<file path="config.mk">
export PLATFORM = sky130hd
export DESIGN_NAME = button_debounce_longpress_repeat_unit
export DESIGN_NICKNAME = d
export VERILOG_FILES = /design/src/design/bdlr_pkg.sv /design/src/design/button_debounce_longpress_repeat_unit.sv /design/src/design/bdlr_ram.sv
export SDC_FILE = /design/constraint.sdc
export NUM_CORES = 1
export LEC_CHECK = 0
export BUFFER_PORTS_ARGS = -buffer_cell sky130_fd_sc_hd__buf_2
export CORE_MARGIN = 3
export CORE_UTILIZATION = 51
export DETAILED_ROUTE_END_ITERATION = 6
export HOLD_SLACK_MARGIN = 0.15
export PLACE_DENSITY = 0.77
export SYNTH_ARGS = -nofsm -noshare
export SYNTH_HDL_FRONTEND = slang
export SYNTH_SLANG_ARGS = --single-unit
export TNS_END_PERCENT = 100
</file>
<file path="constraint.sdc">
create_clock -name clk -period 33.2 [get_ports clk]
set_clock_uncertainty 0.2 [all_clocks]
set_input_delay 8.3 -clock clk [delete_from_list [all_inputs] [get_ports clk]]
set_output_delay 8.3 -clock clk [all_outputs]
set_load 0.05 [all_outputs]
</file>
<file path="src/design/bdlr_pkg.sv">
// Shared types, constants and helpers of the button debounce, long-press and repeat unit.
`timescale 1ns / 1ps

package bdlr_pkg;

  // Default geometry
  localparam int BDLR_BUTTONS   = 6;
  localparam int BDLR_TIME_BITS = 32;

  // Fixed field widths of the beats
  localparam int IDX_W      = 3;
  localparam int TIME_W     = 32;
  localparam int MCNT_W     = 4;
  localparam int CFG_IDX_W  = 3;
  localparam int CFG_DATA_W = 16;

  // Depth of the result queue: room for two stage beats of two events
  localparam int EVQ_DEPTH = 4;

  // Register values after reset
  localparam logic              POL_RST = 1'b0;
  localparam logic [MCNT_W-1:0] DBC_RST = 4'd4;
  localparam logic [15:0]       LPT_RST = 16'd800;
  localparam logic [15:0]       RDL_RST = 16'd400;
  localparam logic [15:0]       RPP_RST = 16'd120;

  typedef enum logic [CFG_IDX_W-1:0] {
    CFG_POLARITY      = 3'd0,
    CFG_DEBOUNCE      = 3'd1,
    CFG_HOLD_TIME     = 3'd2,
    CFG_REPEAT_DELAY  = 3'd3,
    CFG_REPEAT_PERIOD = 3'd4
  } cfg_reg_t;

  typedef enum logic {
    ACT_SAMPLE = 1'b0,
    ACT_SEED   = 1'b1
  } action_t;

  typedef enum logic [1:0] {
    EV_PRESS   = 2'd0,
    EV_RELEASE = 2'd1,
    EV_LONG    = 2'd2,
    EV_REPEAT  = 2'd3
  } ev_kind_t;

  typedef struct packed {
    action_t             action;
    logic [IDX_W-1:0]    button_index;
    logic                raw_level;
    logic                force_pressed;
    logic [TIME_W-1:0]   time_ms;
  } in_beat_t;

  typedef struct packed {
    logic [IDX_W-1:0]    event_button;
    ev_kind_t            event_kind;
    logic [TIME_W-1:0]   event_time;
    logic                held_now;
    logic                last_of_run;
  } out_beat_t;

  // A register written as zero counts as one
  function automatic logic [MCNT_W-1:0] nonzero4(input logic [MCNT_W-1:0] v);
    return (v == '0) ? MCNT_W'(1) : v;
  endfunction

  function automatic logic [15:0] nonzero16(input logic [15:0] v);
    return (v == '0) ? 16'd1 : v;
  endfunction

endpackage

</file>
<file path="src/design/button_debounce_longpress_repeat_unit.sv">
// Top level: per-button debounce, press/release, long-press and auto-repeat events.
//
//  port group  direction  beat / handshake
//  in_*        sink       in_beat_t  (in_valid, in_stall)    one button sample
//  out_*       source     out_beat_t (out_valid, out_stall)  one button event
//  cfg_*       sink       cfg_we, cfg_index, cfg_data        register write
//
// A sample is accepted in any cycle in which in_stall is low; its state entry is read
// from the state RAM (registered read), updated and written back as it leaves stage
// one, and its events land in a four-deep queue. The queue drains one event a cycle
// while out_stall is low; a sample raises at most two events, and a same-button sample
// right behind takes the entry through forwarding.
// Reset is synchronous; per-entry valid bits make unwritten buttons read as released.
// in_stall rises while stage one is full and the queue cannot take two more events.
`timescale 1ns / 1ps

module button_debounce_longpress_repeat_unit
  import bdlr_pkg::*;
#(
  parameter int BUTTONS   = BDLR_BUTTONS,
  parameter int TIME_BITS = BDLR_TIME_BITS
) (
  input  logic                  clk,
  input  logic                  rst_n,
  input  logic                  in_valid,
  output logic                  in_stall,
  input  in_beat_t              in_data,
  output logic                  out_valid,
  input  logic                  out_stall,
  output out_beat_t             out_data,
  input  logic                  cfg_we,
  input  logic [CFG_IDX_W-1:0]  cfg_index,
  input  logic [CFG_DATA_W-1:0] cfg_data
);

  localparam int AW    = (BUTTONS > 1) ? $clog2(BUTTONS) : 1;
  localparam int QAW   = $clog2(EVQ_DEPTH);
  localparam int QCW   = $clog2(EVQ_DEPTH + 1);
  localparam int TB    = TIME_BITS;

  typedef struct packed {
    logic              acc;
    logic              cand;
    logic [MCNT_W-1:0] mc;
    logic              ld;
    logic [TB-1:0]     pt;
    logic [TB-1:0]     rd;
  } entry_t;

  localparam int EW = $bits(entry_t);

  // Configuration registers
  logic              pol_r;
  logic [MCNT_W-1:0] dbc_r;
  logic [15:0]       lpt_r;
  logic [15:0]       rdl_r;
  logic [15:0]       rpp_r;

  // Stage one and forwarding
  logic      s1_valid_r, s1_valid_nxt;
  in_beat_t  s1_beat_r;
  logic      fwd_hit_r;
  entry_t    fwd_data_r;
  logic      s1_go;
  logic      s1_push;
  logic      s1_in_range;
  logic [AW-1:0] s1_addr, in_addr;
  logic      in_accept;

  // State store
  logic [BUTTONS-1:0] valid_r;
  logic               ram_we;
  logic [EW-1:0]      ram_rdata;
  entry_t             cur, nxt;

  // Update datapath
  logic [TB-1:0]     t;
  logic              level, pressed, sample, press_now, ev_acc, fire_long, fire_rep;
  ev_kind_t          ev_acc_kind;
  logic [MCNT_W:0]   cnt_inc;
  logic [MCNT_W-1:0] dbc_eff;
  logic [15:0]       lpt_eff, rdl_eff, rpp_eff;
  logic [TB-1:0]     due_press, neg_rdl, d_long, d_rep;
  logic              rep_ok;
  logic [1:0]        n_ev;
  out_beat_t         beat0, beat1;

  // Result queue
  out_beat_t          q_r [EVQ_DEPTH];
  logic [QAW-1:0]     wp_r, wp_nxt, rp_r, rp_nxt;
  logic [QCW-1:0]     cnt_r, cnt_nxt;
  logic               pop;
  logic [1:0]         push_n;

  // Configuration writes
  always_ff @(posedge clk) begin
    if (!rst_n) begin
      pol_r <= POL_RST;
      dbc_r <= DBC_RST;
      lpt_r <= LPT_RST;
      rdl_r <= RDL_RST;
      rpp_r <= RPP_RST;
    end else if (cfg_we) begin
      case (cfg_reg_t'(cfg_index))
        CFG_POLARITY:      pol_r <= cfg_data[0];
        CFG_DEBOUNCE:      dbc_r <= cfg_data[MCNT_W-1:0];
        CFG_HOLD_TIME:     lpt_r <= cfg_data;
        CFG_REPEAT_DELAY:  rdl_r <= cfg_data;
        CFG_REPEAT_PERIOD: rpp_r <= cfg_data;
        default:           ;
      endcase
    end
  end

  assign dbc_eff = nonzero4(dbc_r);
  assign lpt_eff = nonzero16(lpt_r);
  assign rdl_eff = nonzero16(rdl_r);
  assign rpp_eff = nonzero16(rpp_r);

  // Handshake of stage one
  assign in_accept   = in_valid && !in_stall;
  assign pop         = out_valid && !out_stall;
  assign s1_go       = (cnt_r <= QCW'(EVQ_DEPTH - 2)) || (cnt_r == QCW'(EVQ_DEPTH - 1) && pop);
  assign in_stall    = s1_valid_r && !s1_go;
  assign s1_push     = s1_valid_r && s1_go;
  assign in_addr     = AW'(in_data.button_index);
  assign s1_addr     = AW'(s1_beat_r.button_index);
  assign s1_in_range = 32'(s1_beat_r.button_index) < BUTTONS;
  assign ram_we      = s1_push && s1_in_range;

  always_comb begin
    s1_valid_nxt = s1_valid_r;
    if (in_accept) begin
      s1_valid_nxt = 1'b1;
    end else if (s1_go) begin
      s1_valid_nxt = 1'b0;
    end
  end

  always_ff @(posedge clk) begin
    if (!rst_n) begin
      s1_valid_r <= 1'b0;
      fwd_hit_r  <= 1'b0;
      valid_r    <= '0;
    end else begin
      s1_valid_r <= s1_valid_nxt;
      if (in_accept) begin
        fwd_hit_r <= ram_we && (s1_addr == in_addr);
      end
      if (ram_we) begin
        valid_r[s1_addr] <= 1'b1;
      end
    end
  end

  // Capture the sample and the entry being written beside its read
  always_ff @(posedge clk) begin
    if (in_accept) begin
      s1_beat_r  <= in_data;
      fwd_data_r <= nxt;
    end
  end

  bdlr_ram #(
    .WIDTH (EW),
    .DEPTH (BUTTONS)
  ) u_state_ram (
    .clk   (clk),
    .we    (ram_we),
    .waddr (s1_addr),
    .wdata (nxt),
    .re    (in_accept),
    .raddr (in_addr),
    .rdata (ram_rdata)
  );

  // Pick the freshest copy of the entry; unwritten buttons read as released
  always_comb begin
    if (fwd_hit_r) begin
      cur = fwd_data_r;
    end else if (valid_r[s1_addr]) begin
      cur = entry_t'(ram_rdata);
    end else begin
      cur = '0;
    end
  end

  assign t         = s1_beat_r.time_ms[TB-1:0];
  assign level     = (s1_beat_r.raw_level == pol_r);
  assign pressed   = level | s1_beat_r.force_pressed;
  assign sample    = (s1_beat_r.action == ACT_SAMPLE) && s1_in_range;
  assign cnt_inc   = {1'b0, cur.mc} + (MCNT_W + 1)'(1);
  assign due_press = t + TB'(rdl_eff);
  assign neg_rdl   = TB'(0) - TB'(rdl_eff);
  assign d_long    = t - cur.pt;
  assign d_rep     = t - cur.rd;

  // Seeding, debounce and level acceptance
  always_comb begin
    nxt         = cur;
    ev_acc      = 1'b0;
    ev_acc_kind = EV_PRESS;
    press_now   = 1'b0;
    if (s1_beat_r.action == ACT_SEED) begin
      nxt.acc  = level;
      nxt.cand = level;
      nxt.mc   = '0;
      nxt.ld   = 1'b0;
      nxt.pt   = t;
      nxt.rd   = due_press;
    end else if (pressed != cur.acc) begin
      if (pressed == cur.cand) begin
        if (cnt_inc >= {1'b0, dbc_eff}) begin
          nxt.acc = pressed;
          nxt.mc  = '0;
          ev_acc  = 1'b1;
          if (pressed) begin
            nxt.ld      = 1'b0;
            nxt.pt      = t;
            nxt.rd      = due_press;
            ev_acc_kind = EV_PRESS;
            press_now   = 1'b1;
          end else begin
            ev_acc_kind = EV_RELEASE;
          end
        end else begin
          nxt.mc = cnt_inc[MCNT_W-1:0];
        end
      end else begin
        nxt.cand = pressed;
        nxt.mc   = MCNT_W'(1);
      end
    end else begin
      nxt.cand = pressed;
      nxt.mc   = '0;
    end
    // Long press and repeat while held; a fresh press cannot reach the long limit
    fire_long = sample && nxt.acc && !press_now && !cur.ld
                && !d_long[TB-1] && (d_long >= TB'(lpt_eff));
    rep_ok    = press_now ? !neg_rdl[TB-1] : !d_rep[TB-1];
    fire_rep  = sample && nxt.acc && !(ev_acc && fire_long) && rep_ok;
    if (fire_long) begin
      nxt.ld = 1'b1;
    end
    if (fire_rep) begin
      nxt.rd = t + TB'(rpp_eff);
    end
  end

  // Assemble up to two event beats
  always_comb begin
    n_ev = 2'd0;
    if (sample) begin
      n_ev = 2'(ev_acc) + 2'(fire_long) + 2'(fire_rep);
    end
    beat0.event_button = s1_beat_r.button_index;
    beat0.event_time   = TIME_W'(t);
    beat0.held_now     = nxt.acc;
    beat0.last_of_run  = (n_ev == 2'd1);
    if (ev_acc) begin
      beat0.event_kind = ev_acc_kind;
    end else if (fire_long) begin
      beat0.event_kind = EV_LONG;
    end else begin
      beat0.event_kind = EV_REPEAT;
    end
    beat1             = beat0;
    beat1.last_of_run = 1'b1;
    beat1.event_kind  = fire_rep ? EV_REPEAT : EV_LONG;
  end

  // Result queue pointers
  assign push_n = s1_push ? n_ev : 2'd0;

  always_comb begin
    wp_nxt  = wp_r + QAW'(push_n);
    rp_nxt  = rp_r + QAW'(pop);
    cnt_nxt = cnt_r + QCW'(push_n) - QCW'(pop);
  end

  always_ff @(posedge clk) begin
    if (!rst_n) begin
      wp_r  <= '0;
      rp_r  <= '0;
      cnt_r <= '0;
    end else begin
      wp_r  <= wp_nxt;
      rp_r  <= rp_nxt;
      cnt_r <= cnt_nxt;
    end
  end

  // Queue storage
  always_ff @(posedge clk) begin
    if (push_n != 2'd0) begin
      q_r[wp_r] <= beat0;
    end
    if (push_n == 2'd2) begin
      q_r[wp_r + QAW'(1)] <= beat1;
    end
  end

  assign out_valid = (cnt_r != '0);
  assign out_data  = q_r[rp_r];

`ifndef SYNTHESIS
  a_queue_bound: assert property (@(posedge clk) disable iff (!rst_n)
    cnt_r <= QCW'(EVQ_DEPTH))
    else $error("result queue overfilled");

  a_stall_cause: assert property (@(posedge clk) disable iff (!rst_n)
    in_stall |-> (s1_valid_r && cnt_r >= QCW'(EVQ_DEPTH - 1)))
    else $error("input stalled without a full queue");

  a_forward: assert property (@(posedge clk) disable iff (!rst_n)
    (in_accept && ram_we && s1_addr == in_addr) |=> fwd_hit_r)
    else $error("write-back to the entry just read not forwarded");

  a_release_held: assert property (@(posedge clk) disable iff (!rst_n)
    (out_valid && out_data.event_kind == EV_RELEASE) |-> !out_data.held_now)
    else $error("release event with button still held");

  a_other_held: assert property (@(posedge clk) disable iff (!rst_n)
    (out_valid && out_data.event_kind != EV_RELEASE) |-> out_data.held_now)
    else $error("press, long or repeat event with button released");
`endif

endmodule

</file>
<file path="src/design/bdlr_ram.sv">
// Generic single-port-write, single-port-read RAM with registered read data.
`timescale 1ns / 1ps

module bdlr_ram #(
  parameter int WIDTH = 8,
  parameter int DEPTH = 8,
  localparam int AW = (DEPTH > 1) ? $clog2(DEPTH) : 1
) (
  input  logic             clk,
  input  logic             we,
  input  logic [AW-1:0]    waddr,
  input  logic [WIDTH-1:0] wdata,
  input  logic             re,
  input  logic [AW-1:0]    raddr,
  output logic [WIDTH-1:0] rdata
);

  logic [WIDTH-1:0] mem [DEPTH];

  // Write port
  always_ff @(posedge clk) begin
    if (we) begin
      mem[waddr] <= wdata;
    end
  end

  // Registered read port
  always_ff @(posedge clk) begin
    if (re) begin
      rdata <= mem[raddr];
    end
  end

endmodule
</file>
==> results.txt <==
The total overflow left after global routing is 0. In this run the horizontal extent of the chip is 280 µm. Fraction of post-synthesis cell area in the top cell type by area: 59.0%. Buffers placed on the I/O ports in this run total 102. The share of synthesized registers carrying an async set or reset was 0%; the wire length of the first global-routing pass was 147000 µm. In this run the power density over the cells is 60.8 nW/µm².

Sorting the synthesized cells by how often they occur yields edfxtp_1 (754), nand2_1 (234), a21oi_1 (213), nor2_1 (167), clkbuf_1 (157). The worst setup path is of the input port to output pin kind. The cell area that synthesis handed to floorplanning was 38400 µm². The worst setup path is launched from an input port. The logs give 16.1% for the worst slew slack as a fraction of its limit and 97700 µm for the final wirelength. During synthesis, Yosys emitted a total of 0 warnings.

The core region is 73700 µm². The root buffer cell is clkbuf_16. The floorplan has 99 rows.

STA puts the critical path data arrival time at 9.13 ns. The number of endpoints with negative hold slack in the final report was 0. The maximum number of pins on one net before global-route repair was 77; the die boundary height was 280 µm. The run gives 3066 as the layout net count. The area overhead of the layout relative to synthesis came out at 11.3%.

Sort of element at the end of the critical path: an output pin. Global routing consumed, over all layers together, 24.7% of the routing resources. The run gives 6 as the length of the first detailed-routing pass in iterations. The leading area contributor after synthesis was edfxtp_1.

The worst register-to-register path ends at q_r[2][9]. The sequential element share of the synthesized area is 63.0%, and the post-synthesis cell count is 2836. The run gives 2.60 mW as the total power draw. The required arrival time at the worst endpoint is 24.70 ns, and the clock sink count is 830. Across all register-to-register paths, the minimum setup slack is 21.99 ns. The number of cells traversed by the worst register-to-register path is 31. The startpoint of the lowest-slack register-to-register path is s1_addr[0]. Routability-driven placement finished with a final weighted congestion of 0.947. The tools report the initial antenna violation count as 3. The clock period could shrink to 17.63 ns. Counting flops with a built-in enable in the synthesized netlist gives 754.

The number of maximum-capacitance constraint violations is 0, and the share of cells above drive strength 1 is 14.7%. Yosys attributes the largest share of cell area to edfxtp_1 (59%), mux4_2 (6.5%), dfxtp_1 (4.0%). The worst hold path begins at valid_r[3]. Buffers inserted to repair hold after CTS numbered 0. For this design the top-level I/O count stands at 103. The total half-perimeter wirelength after legalization and detailed placement is 63300 µm. The detail route stage leaves a number of antenna-violating nets equal to 0. Buffers inserted during clock tree synthesis total 87. The average wire length per cell after detail routing came out at 24.9 µm. Yosys mapped the design onto 93 distinct sky130hd cell types.

The number of buffers between clock root and the deepest sink was 3. TritonCTS built the clock tree. At the pin with the least slew margin, the transition time is 1.26 ns. By instance count, the leading cell after synthesis is edfxtp_1. OpenSTA, run right after detailed placement, puts the worst setup slack at 15.59 ns. The post-synthesis sequential element count was 830; the leakage power figure was 14.8 nW.

The later pin in the worst-skew pair is clocked with a latency of 0.65 ns. The run gives 24.4k as the number of global-route vias before repair. The largest fanout on the critical path came out at 3. The post-route fraction of the period consumed by the critical path works out to 53.1%. For the minimum hold slack, the log shows 0.267 ns. The most instantiated flip-flop cell in the synthesis netlist is edfxtp_1. The post-route DRC violation count is 0, and the starting DRC count in detailed routing is 2854. Dividing the detail-routed via count by the number of cells gives 6.25. Dividing the synthesized area by the synthesized cell count gives 13.5 µm². Number of setup violations in the final report: 0.

Startpoint of the worst setup timing path: out_stall. The post-cts resize count was 0. Setup repair after global routing left no endpoint under its margin. The run gives 0 as the max-slew violation count. After clock tree synthesis, the clock-pin slew on the worst setup and hold paths is 0.06 ns. For this block, the via count after detailed routing is 24.5k. The total negative slack came out at 0 ns. Static timing analysis puts the maximum clock frequency at 56.7 MHz.

Once routing completed, OpenROAD measured the worst setup slack at 15.57 ns. Fill cells in the final layout number 5522. The min-delay analysis places its worst path in the category register to register.

The run gives 52.0% as the effective utilization at floorplan. The capture point of the worst path was in_stall. The worst-case IR drop observed on VDD is 0.0374 mV. The tools report the synthesized net count as 3015. The clock tree synthesis step divided the H-tree into 3 levels. Post-CTS timing repair inserted 0 buffers for setup.

The floorplan step defined a die boundary enclosing 78500 µm². The flow ran to the end, and the final reports show no timing, DRC or antenna violations.
flip-flops by register name, indices dropped and copies added, names as in the netlist:
name,flops
u_state_ram.mem,426
q_r,156
fwd_data_r,71
u_state_ram.rdata,71
t,32
lpt_r,16
rdl_r,16
rpp_r,16
valid_r,6
dbc_r,4
cnt_r,3
s1_addr,3
s1_beat_r,3
rp_r,2
wp_r,2
fwd_hit_r,1
pol_r,1
s1_valid_r,1
critical path, stage by stage:
cell and delay [ns]:
buf_2 0.11, a31oi_1 0.15, nor2b_1 0.24, buf_2 0.33
kinds of logic (layout without fill, tap and decap cells):
| kind of cell | Yosys count | after routing | share of synthesized area, % |
|---|---|---|---|
| buffers and inverters | 238 | 359 | 2.37 |
| XOR/XNOR | 72 | 72 | 1.66 |
| flip-flops | 830 | 830 | 63.0 |
| AND/OR/NAND/NOR | 808 | 808 | 10.5 |
| other | 0 | 2 | 0 |
| multiplexers | 203 | 203 | 8.93 |
| AO/OA/AOI/OAI | 561 | 561 | 9.42 |
| adder cells (fa/ha/maj) | 124 | 124 | 4.08 |
metal layers:
metal	track usage [%]	up-vias	share of wire (%)
met3	4.61	192	8.6
li1	-	10881	-
met1	34.7	12284	42
met4	7.44	0	2.6
met5	0	-	0
met2	39.4	1115	46
cells in the final DEF (no fill, tap or decap), types with 25 or more instances in the layout:
cell type / synthesis / final
a21boi_0: 41 / 41
a21o_1: 45 / 45
a21oi_1: 213 / 213
and2_1: 111 / 111
and3_1: 70 / 68
buf_2: 4 / 99
buf_4: 1 / 42
clkbuf_16: 0 / 87
dfxtp_1: 76 / 73
edfxtp_1: 754 / 754
ha_1: 113 / 113
inv_1: 57 / 55
mux2i_1: 83 / 83
mux4_2: 110 / 110
nand2_1: 234 / 234
nand2b_1: 25 / 25
nand3_1: 31 / 30
nand4_1: 25 / 25
nor2_1: 167 / 164
nor2b_1: 46 / 46
nor3_1: 37 / 35
o21ai_0: 86 / 86
xnor2_1: 40 / 40
xor2_1: 31 / 31
how the worst min path moves through the flow:
stage / slack [ns] / cells after the start / end
after CTS: 0.27 / 1 / valid_r[1]
after floorplan: 0.24 / 1 / valid_r[4]
after global routing: 0.28 / 1 / valid_r[1]
after detailed placement: 0.25 / 1 / valid_r[1]
after global placement: 0.25 / 1 / valid_r[4]
final: 0.27 / 1 / valid_r[3]
through the flow:
stage / cell area (µm²) / utilization, % / std cells
2_1_floorplan: 38400 / - / 2836
4_1_cts: 42700 / 57.9 / 3916
6_report: 42700 / 57.9 / 3918
5_1_grt: 42700 / 57.9 / 3916
3_3_place_gp: 39800 / 54.0 / 3757
3_5_place_dp: 39800 / 54.0 / 3757
layout make-up:
type | count | area [µm²] | share of cell area (%)
Clock inverter | 52 | 614 | 1.44
Tap cell | 959 | 1200 | 2.81
Timing Repair Buffer | 142 | 825 | 1.93
Sequential cell | 830 | 24200 | 56.6
Multi-Input combinational cell | 1768 | 13400 | 31.3
Inverter | 58 | 225 | 0.528
Clock buffer | 107 | 2270 | 5.32
Antenna cell | 2 | 5.00 | 0.0117
power breakdown:
group          switching [mW]  internal, mW
Sequential             0.0340          1.19
Combinational           0.254         0.130
Clock                   0.407         0.576
Note: power is estimated with default switching activity, not from simulation.
